## src/tcce_pkg.sv

```systemverilog
`timescale 1ns / 1ps
`default_nettype none
package tcce_pkg;
  localparam int unsigned MaxCols   = 64;
  localparam int unsigned MaxRows   = 32;
  localparam int unsigned Depth     = MaxCols * MaxRows;
  localparam int unsigned AddrW     = $clog2(Depth);
  localparam int unsigned CellW     = 24;

  localparam logic [7:0] ChCr    = 8'h0D;
  localparam logic [7:0] ChLf    = 8'h0A;
  localparam logic [7:0] ChRight = 8'h91;
  localparam logic [7:0] ChUp    = 8'h90;
  localparam logic [7:0] ChLeft  = 8'h93;
  localparam logic [7:0] ChDown  = 8'h92;
  localparam logic [7:0] ChHome  = 8'h94;
  localparam logic [7:0] ChDel   = 8'h99;
  localparam logic [7:0] ChBs    = 8'h08;
  localparam logic [7:0] ChFf    = 8'h0C;
  localparam logic [7:0] ChTab   = 8'h09;
  localparam logic [7:0] ChBlank = 8'h20;

  localparam logic [1:0] RegCols = 2'd0;
  localparam logic [1:0] RegRows = 2'd1;
  localparam logic [1:0] RegAttr = 2'd2;
  localparam logic [1:0] RegCore = 2'd3;

  // datapath operations issued by the controller
  typedef enum logic [3:0] {
    OpNone, OpLoad, OpPut, OpRowDown, OpMoveCopy, OpBlank, OpFinish, OpRead, OpCursor
  } op_e;

  typedef struct packed {
    op_e              op;
    logic [AddrW-1:0] src;
    logic [AddrW-1:0] dst;
    logic [7:0]       ch;
  } cmd_t;

  typedef struct packed {
    logic [6:0] cols;
    logic [5:0] rows;
    logic [4:0] row;
    logic [5:0] col;
  } stat_t;
endpackage
`default_nettype wire

```

## src/tcce_if.sv

```systemverilog
`timescale 1ns / 1ps
`default_nettype none
interface tcce_in_if;
  logic        valid;
  logic        ready;
  logic        command;
  logic [7:0]  char_code;
  logic [10:0] cell_index;
  modport source (output valid, command, char_code, cell_index, input ready);
  modport sink (input valid, command, char_code, cell_index, output ready);
endinterface

`default_nettype wire

```

## src/tcce_ctrl.sv

```systemverilog
`timescale 1ns / 1ps
`default_nettype none
module tcce_ctrl (
  input  wire              clk_i,
  input  wire              rst_ni,
  tcce_in_if.sink          in_if,
  input  wire              out_busy_i,
  output logic             out_load_o,
  input  tcce_pkg::stat_t  stat_i,
  output tcce_pkg::cmd_t   cmd_o
);
  typedef enum logic [3:0] {
    StIdle, StDecode, StPut, StRowDown, StScroll, StScrollW, StFill, StDel, StDelW,
    StRead, StRead2, StCalc, StCalc2, StDone
  } state_e;

  localparam int unsigned AW = tcce_pkg::AddrW;

  state_e       state_q;
  logic         cmd_q;
  logic [7:0]   ch_q;
  logic [10:0]  idx_q;
  logic [2:0]   tabs_q;
  logic [AW:0]  k_q;
  logic [AW:0]  end_q;
  logic [AW:0]  base_q;
  logic [AW:0]  c1, ce;

  assign c1 = (AW+1)'(stat_i.cols);
  assign ce = (AW+1)'(stat_i.row * stat_i.cols);
  assign in_if.ready = (state_q == StIdle);

  always_comb begin
    cmd_o = '{op: tcce_pkg::OpNone, src: '0, dst: '0, ch: ch_q};
    unique case (state_q)
      StIdle: if (in_if.valid) cmd_o.op = tcce_pkg::OpLoad;
      StPut: cmd_o.op = tcce_pkg::OpPut;
      StRowDown: cmd_o.op = tcce_pkg::OpRowDown;
      StScroll, StDel: cmd_o.src = AW'(k_q + ((state_q == StScroll) ? c1 : (AW+1)'(1)));
      StScrollW, StDelW: begin
        cmd_o.op = (k_q < end_q) ? tcce_pkg::OpMoveCopy : tcce_pkg::OpBlank;
        cmd_o.dst = AW'(k_q);
        cmd_o.src = AW'(k_q + ((state_q == StScrollW) ? c1 : (AW+1)'(1)));
      end
      StFill: begin
        cmd_o.op = tcce_pkg::OpBlank;
        cmd_o.dst = AW'(k_q);
      end
      StRead: cmd_o.src = AW'(idx_q);
      StRead2: begin
        cmd_o.op = tcce_pkg::OpRead;
        cmd_o.ch = {7'd0, 12'(idx_q) < 12'(tcce_pkg::Depth)};
      end
      StDecode: begin
        if (!cmd_q && (ch_q == tcce_pkg::ChCr || ch_q == tcce_pkg::ChRight ||
            ch_q == tcce_pkg::ChUp || ch_q == tcce_pkg::ChLeft ||
            ch_q == tcce_pkg::ChDown || ch_q == tcce_pkg::ChHome ||
            ch_q == tcce_pkg::ChFf || (ch_q == tcce_pkg::ChBs && stat_i.col != 6'd0)))
          cmd_o.op = tcce_pkg::OpCursor;
      end
      default: ;
    endcase
    if (state_q == StPut && ch_q == tcce_pkg::ChTab) cmd_o.ch = tcce_pkg::ChBlank;
  end

  always_ff @(posedge clk_i or negedge rst_ni) begin
    if (!rst_ni) begin
      state_q <= StIdle;
      cmd_q <= 1'b0;
      ch_q <= '0;
      idx_q <= '0;
      tabs_q <= '0;
      k_q <= '0;
      end_q <= '0;
      base_q <= '0;
      out_load_o <= 1'b0;
    end else begin
      out_load_o <= 1'b0;
      unique case (state_q)
        StIdle: if (in_if.valid) begin
          cmd_q <= in_if.command;
          ch_q <= in_if.char_code;
          idx_q <= in_if.cell_index;
          tabs_q <= 3'd4;
          state_q <= StDecode;
        end
        StDecode: begin
          if (cmd_q) state_q <= StRead;
          else begin
            unique case (ch_q)
              tcce_pkg::ChLf: state_q <= StRowDown;
              tcce_pkg::ChCr, tcce_pkg::ChRight, tcce_pkg::ChUp, tcce_pkg::ChLeft,
              tcce_pkg::ChDown, tcce_pkg::ChHome: state_q <= StCalc;
              tcce_pkg::ChFf: begin
                k_q <= '0;
                end_q <= (AW+1)'(stat_i.cols * stat_i.rows);
                state_q <= StFill;
              end
              tcce_pkg::ChDel, tcce_pkg::ChBs: begin
                if (ch_q == tcce_pkg::ChBs && stat_i.col == 6'd0) state_q <= StCalc;
                else begin
                  // backspace cursor step lands this cycle, so col-1
                  k_q <= ce + (AW+1)'(stat_i.col) -
                         ((ch_q == tcce_pkg::ChBs) ? (AW+1)'(1) : '0);
                  end_q <= ce + c1 - (AW+1)'(1);
                  state_q <= StDel;
                end
              end
              default: state_q <= StPut;
            endcase
          end
        end
        StPut: begin
          tabs_q <= tabs_q - 3'd1;
          if (7'(stat_i.col) + 7'd1 >= stat_i.cols) state_q <= StRowDown;
          else if (ch_q == tcce_pkg::ChTab && tabs_q != 3'd1) state_q <= StPut;
          else state_q <= StCalc;
        end
        StRowDown: begin
          if (6'(stat_i.row) + 6'd1 >= stat_i.rows) begin
            k_q <= '0;
            end_q <= (AW+1)'(stat_i.cols * (stat_i.rows - 6'd1));
            base_q <= (AW+1)'(stat_i.cols * stat_i.rows);
            state_q <= StScroll;
          end else if (ch_q == tcce_pkg::ChTab && tabs_q != 3'd0) state_q <= StPut;
          else state_q <= StCalc;
        end
        StScroll: state_q <= StScrollW;
        StScrollW: begin
          k_q <= k_q + (AW+1)'(1);
          if (k_q + (AW+1)'(1) >= base_q) begin
            if (ch_q == tcce_pkg::ChTab && tabs_q != 3'd0) state_q <= StPut;
            else state_q <= StCalc;
          end else state_q <= StScroll;
        end
        StFill: begin
          k_q <= k_q + (AW+1)'(1);
          if (k_q + (AW+1)'(1) >= end_q) state_q <= StCalc;
        end
        StDel: state_q <= StDelW;
        StDelW: begin
          k_q <= k_q + (AW+1)'(1);
          if (k_q >= end_q) state_q <= StCalc;
          else state_q <= StDel;
        end
        StRead: state_q <= StRead2;
        StRead2: state_q <= StCalc;
        StCalc: state_q <= StCalc2;
        StCalc2: state_q <= StDone;
        StDone: if (!out_busy_i) begin
          out_load_o <= 1'b1;
          state_q <= StIdle;
        end
        default: state_q <= StIdle;
      endcase
    end
  end

  ap_rdy: assert property (@(posedge clk_i) disable iff (!rst_ni)
    in_if.valid && in_if.ready |=> state_q == StDecode) else $error("item not taken");
  ap_ld: assert property (@(posedge clk_i) disable iff (!rst_ni)
    out_load_o |-> $past(state_q) == StDone) else $error("stray result");
  ap_src: assert property (@(posedge clk_i) disable iff (!rst_ni)
    state_q == StFill |-> k_q < end_q) else $error("fill overrun");
endmodule
`default_nettype wire

```

## src/flat_wrapper.sv

```systemverilog
// flat-port wrapper written by rule: the top's interface ports become plain ports
module tcce_ctrl_flat 
  (clk_i, rst_ni, out_busy_i, out_load_o, stat_i, cmd_o, in_if_valid, in_if_command, in_if_char_code, in_if_cell_index, in_if_ready);
  tcce_in_if in_if_i ();
  input  wire clk_i;
  input  wire rst_ni;
  input  wire out_busy_i;
  output logic out_load_o;
  input  tcce_pkg::stat_t stat_i;
  output tcce_pkg::cmd_t cmd_o;
  input wire logic [$bits(in_if_i.valid)-1:0] in_if_valid;
  input wire logic [$bits(in_if_i.command)-1:0] in_if_command;
  input wire logic [$bits(in_if_i.char_code)-1:0] in_if_char_code;
  input wire logic [$bits(in_if_i.cell_index)-1:0] in_if_cell_index;
  output wire logic [$bits(in_if_i.ready)-1:0] in_if_ready;
  assign in_if_i.valid = in_if_valid;
  assign in_if_i.command = in_if_command;
  assign in_if_i.char_code = in_if_char_code;
  assign in_if_i.cell_index = in_if_cell_index;
  assign in_if_ready = in_if_i.ready;
  tcce_ctrl u_core (.clk_i(clk_i), .rst_ni(rst_ni), .in_if(in_if_i), .out_busy_i(out_busy_i), .out_load_o(out_load_o), .stat_i(stat_i), .cmd_o(cmd_o));
endmodule
```

## config.mk

```make
export PLATFORM = sky130hd
export DESIGN_NAME = tcce_ctrl_flat
export DESIGN_NICKNAME = d
export VERILOG_FILES = /design/src/tcce_pkg.sv /design/src/tcce_if.sv /design/src/tcce_ctrl.sv /design/src/flat_wrapper.sv
export SDC_FILE = /design/constraint.sdc
export NUM_CORES = 1
export LEC_CHECK = 0
export ABC_AREA = 1
export BUFFER_PORTS_ARGS = -buffer_cell sky130_fd_sc_hd__buf_2
export CAP_MARGIN = 20
export CORE_ASPECT_RATIO = 1.2
export CORE_MARGIN = 3
export CORE_UTILIZATION = 55
export CTS_CLUSTER_DIAMETER = 100
export DETAILED_ROUTE_END_ITERATION = 12
export PLACE_DENSITY = 0.77
export SYNTH_ARGS = -nofsm -noshare
export SYNTH_HDL_FRONTEND = slang
export SYNTH_SLANG_ARGS = --single-unit
```

## constraint.sdc

```tcl
create_clock -name clk_i -period 2.4 [get_ports clk_i]
set_clock_uncertainty 0.05 [all_clocks]
set_input_delay 0.24 -clock clk_i [delete_from_list [all_inputs] [get_ports clk_i]]
set_output_delay 0.24 -clock clk_i [all_outputs]
set_load 0.05 [all_outputs]
```

==> flow_summary.yaml <==
run_status:
  status: "finished, violations left"
  violations: "negative setup slack"
sta:
  rsz0062_at_grt: "yes"
  fin_ws_ps: -2078
  min_period_over_period_pct: 186.6
  tightest_slew_ps: 630.0
  setup_viol: 58
  slew_violations: 0
  post-route-min-period_ps: 4478
  whs_ps: 22.72
  finalSetupTns_ps: -45390
  relSlewSlack_pct: 57.97
  fmax_mhz: 223.3
  hold_viol_final: 0
detailed_routing:
  vias: 13301
  drtAntennaViolNets: 0
  drt-initial-drc-count: 1110
  drt_first_pass_iters: 9
  wirelength_um: 46950
  route.detailed.drc: 0
  vias_per_cell: 6.027
  wl_per_cell_um: 21.27
critical_path:
  end_kind: "flop"
  r2r_end: "u_core.state_q[0]$_DFFE_PN0P_"
  reg2reg_slack_ps: -940
  worst_ep_required_time_ps: 2580
  startpoint: "stat_i[11]"
  arrival_ps: 4660
  timing.rr.start: "u_core.k_q[1]$_DFFE_PN0P_"
  critPathMaxFanout: 5
  reg2reg_depth: 16
  crit_type: "input port to flop"
  cp-endpoint: "u_core.end_q[11]$_DFFE_PN0P_"
  cp-start-kind: "input port"
clocking:
  clk_latency_ps: 350
  cts.htree.levels: 3
  cts_tree: "yes"
  clock-sinks: 64
  clockRootBuffer: "clkbuf_16"
  clkTransAtPathRegs_ps: 60
  cts_buffers: 9
  clockBufferDepth: 2
placement:
  dp_hpwl_um: 26140
  place_congestion: 0.9015
  io_buffers: 83
  placed_cells: 2121
global_route:
  grt_overflow: 0
  gr-usage-all-layers_pct: 33.50
  grt_pass1_wl_um: 58640
  grt_pass1_vias: 12489
  grt_max_degree: 34
  antenna_found_initial: 1
power_and_ir_drop:
  p_leak_uw: 0.008833
  swShare_pct: 52.04
  ir_drop_mv: 1.041
  p_total_uw: 19790
  power.density_nw_per_um2: 1168
  p_clk_share_pct: 6.9
  comb_power_share_pct: 83.3
  p_switching_uw: 10300
  p_int_uw: 9490
  seqPwrFrac_pct: 9.8
final_layout:
  fin_nets: 2215
  n_antenna_cell: 0
  area_growth_pct: 56.39
  fin_cells: 2207
  drive_above_1_share_pct: 44.18
  layout_common_cells: "275 x nand2_1, 261 x inv_1, 260 x buf_4, 93 x ha_1"
  final_common_cell: "nand2_1"
yosys:
  synth.distinct_cells: 60
  synthArstFlopShare_pct: 100.0
  synth-edff-count: 0
  synth_nets: 1834
  netlist_area_um2: 10830
  synth_cells: 1565
  yosysSeqAreaShare_pct: 14.79
  ys_ff_latch: 64
  yosys_warnings: 0
  avgSynthCellArea_um2: 6.920
  ys.flop_type: "dfrtp_1"
die:
  die_h_um: 159.7
  die_area_um2: 21420
  fp.coreArea_um2: 19060
  ios: 84
  num_rows: 55
  die_x_um: 134.1
  start_util_pct: 56.81
hold_path:
  hold_class: "input port to flop"
run:
  drv_cap: 0
metrics by stage:
step / utilization [%] / instance area [um^2] / setup WS (ps)
6_report: 88.85 / 16940 / -2078
5_1_grt: 88.85 / 16940 / -2240
4_1_cts: 82.23 / 15670 / -1772
3_5_place_dp: 73.74 / 14060 / -2211
3_3_place_gp: 73.74 / 14060 / -2090
2_1_floorplan: - / 11720 / -1915
power groups by stage:
stage	logic (uW)	registers [uW]	clock network, uW
floorplan	7920	1840	0
detailed placement	11800	1860	0
global placement	11500	1840	0
CTS	13500	1860	1320
finish	16500	1940	1370
global route	17400	1960	1400
flip-flops by register name, summed over array words and instances (netlist names):
name and cells:
u_core.k_q 12, u_core.base_q 12, u_core.state_q 4, u_core.ch_q 8, u_core.out_load_o 1, u_core.tabs_q 3, u_core.cmd_q 1, u_core.idx_q 11
u_core.end_q 12
kinds of logic after synthesis:
logic type | Yosys count | synth area share, %
xor+xnor | 42 | 3.397
simple gates | 614 | 24.27
flops | 64 | 14.79
compound gates | 223 | 12.06
fa+ha+maj | 221 | 30.32
mux | 13 | 1.352
buf+inv | 388 | 13.81
per-layer routing:
| layer | global-route usage (%) | share of wire, % |
|---|---|---|
| met1 | 36.29 | 33 |
| met2 | 60.85 | 48 |
| met3 | 4.726 | 9.5 |
| met4 | 20.97 | 9.6 |
| met5 | 0 | 0 |
final cells by class:
class                      count  area (um^2)
clock inverter                 6        70.07
tap                          256        320.3
inverter                     353         1361
clock buffer                  10        229.0
sequential                    64         1605
multi-input combinational   1113         9937
timing repair buffer         405         3413
fill                         833         2126
worst max-delay path: stages:
cell and delay [ps]:
buf_8 100, clkinvlp_4 90, ha_4 180, nand2_4 70, nor2_4 170, xor2_4 290, buf_6 160, nor2_4 40
fa_1 500, inv_1 60, fa_1 470, inv_1 50, fa_1 470, inv_1 50, fa_1 500, inv_2 50
ha_4 310, nand2_4 70, o21ai_2 120, nand2_1 90, and3_4 200, a21oi_2 140, nor2_1 70, nor2_1 100
a21oi_1 70
Yosys cell counts, drive strengths merged, types with 15 or more instances:
master	n	area share (%)
xor2	34	2.7
nor3	15	0.74
ha	152	18
a21oi	89	4.1
buf	17	0.90
o21ai	80	3.9
nor2	127	5.0
dfrtp	64	15
inv	350	12
nand2	360	13
nand3	79	3.9
clkbuf	18	0.62
nand4	24	1.4
fa	69	13
timing repair:
item	CTS	global route
pin swaps	159	177
gates resized for setup	250	243
cloned	0	1
hold endpoints to repair	9	0
setup buffers	41	44
endpoints found under the setup margin	51	69
hold buffers	1	0
worst min-delay path by stage:
| stage | endpoint | cells past startpoint | startpoint |
|---|---|---|---|
| floorplan | u_core.base_q[0]$_DFFE_PN0P_ | 0 | rst_ni |
| global placement | u_core.idx_q[7]$_DFFE_PN0P_ | 1 | rst_ni |
| detailed placement | u_core.idx_q[7]$_DFFE_PN0P_ | 1 | rst_ni |
| CTS | u_core.out_load_o$_DFF_PN0_ | 2 | out_busy_i |
| global route | u_core.out_load_o$_DFF_PN0_ | 2 | out_busy_i |
| finish | u_core.out_load_o$_DFF_PN0_ | 2 | out_busy_i |
No activity file was read; power rests on OpenSTA's default activity.
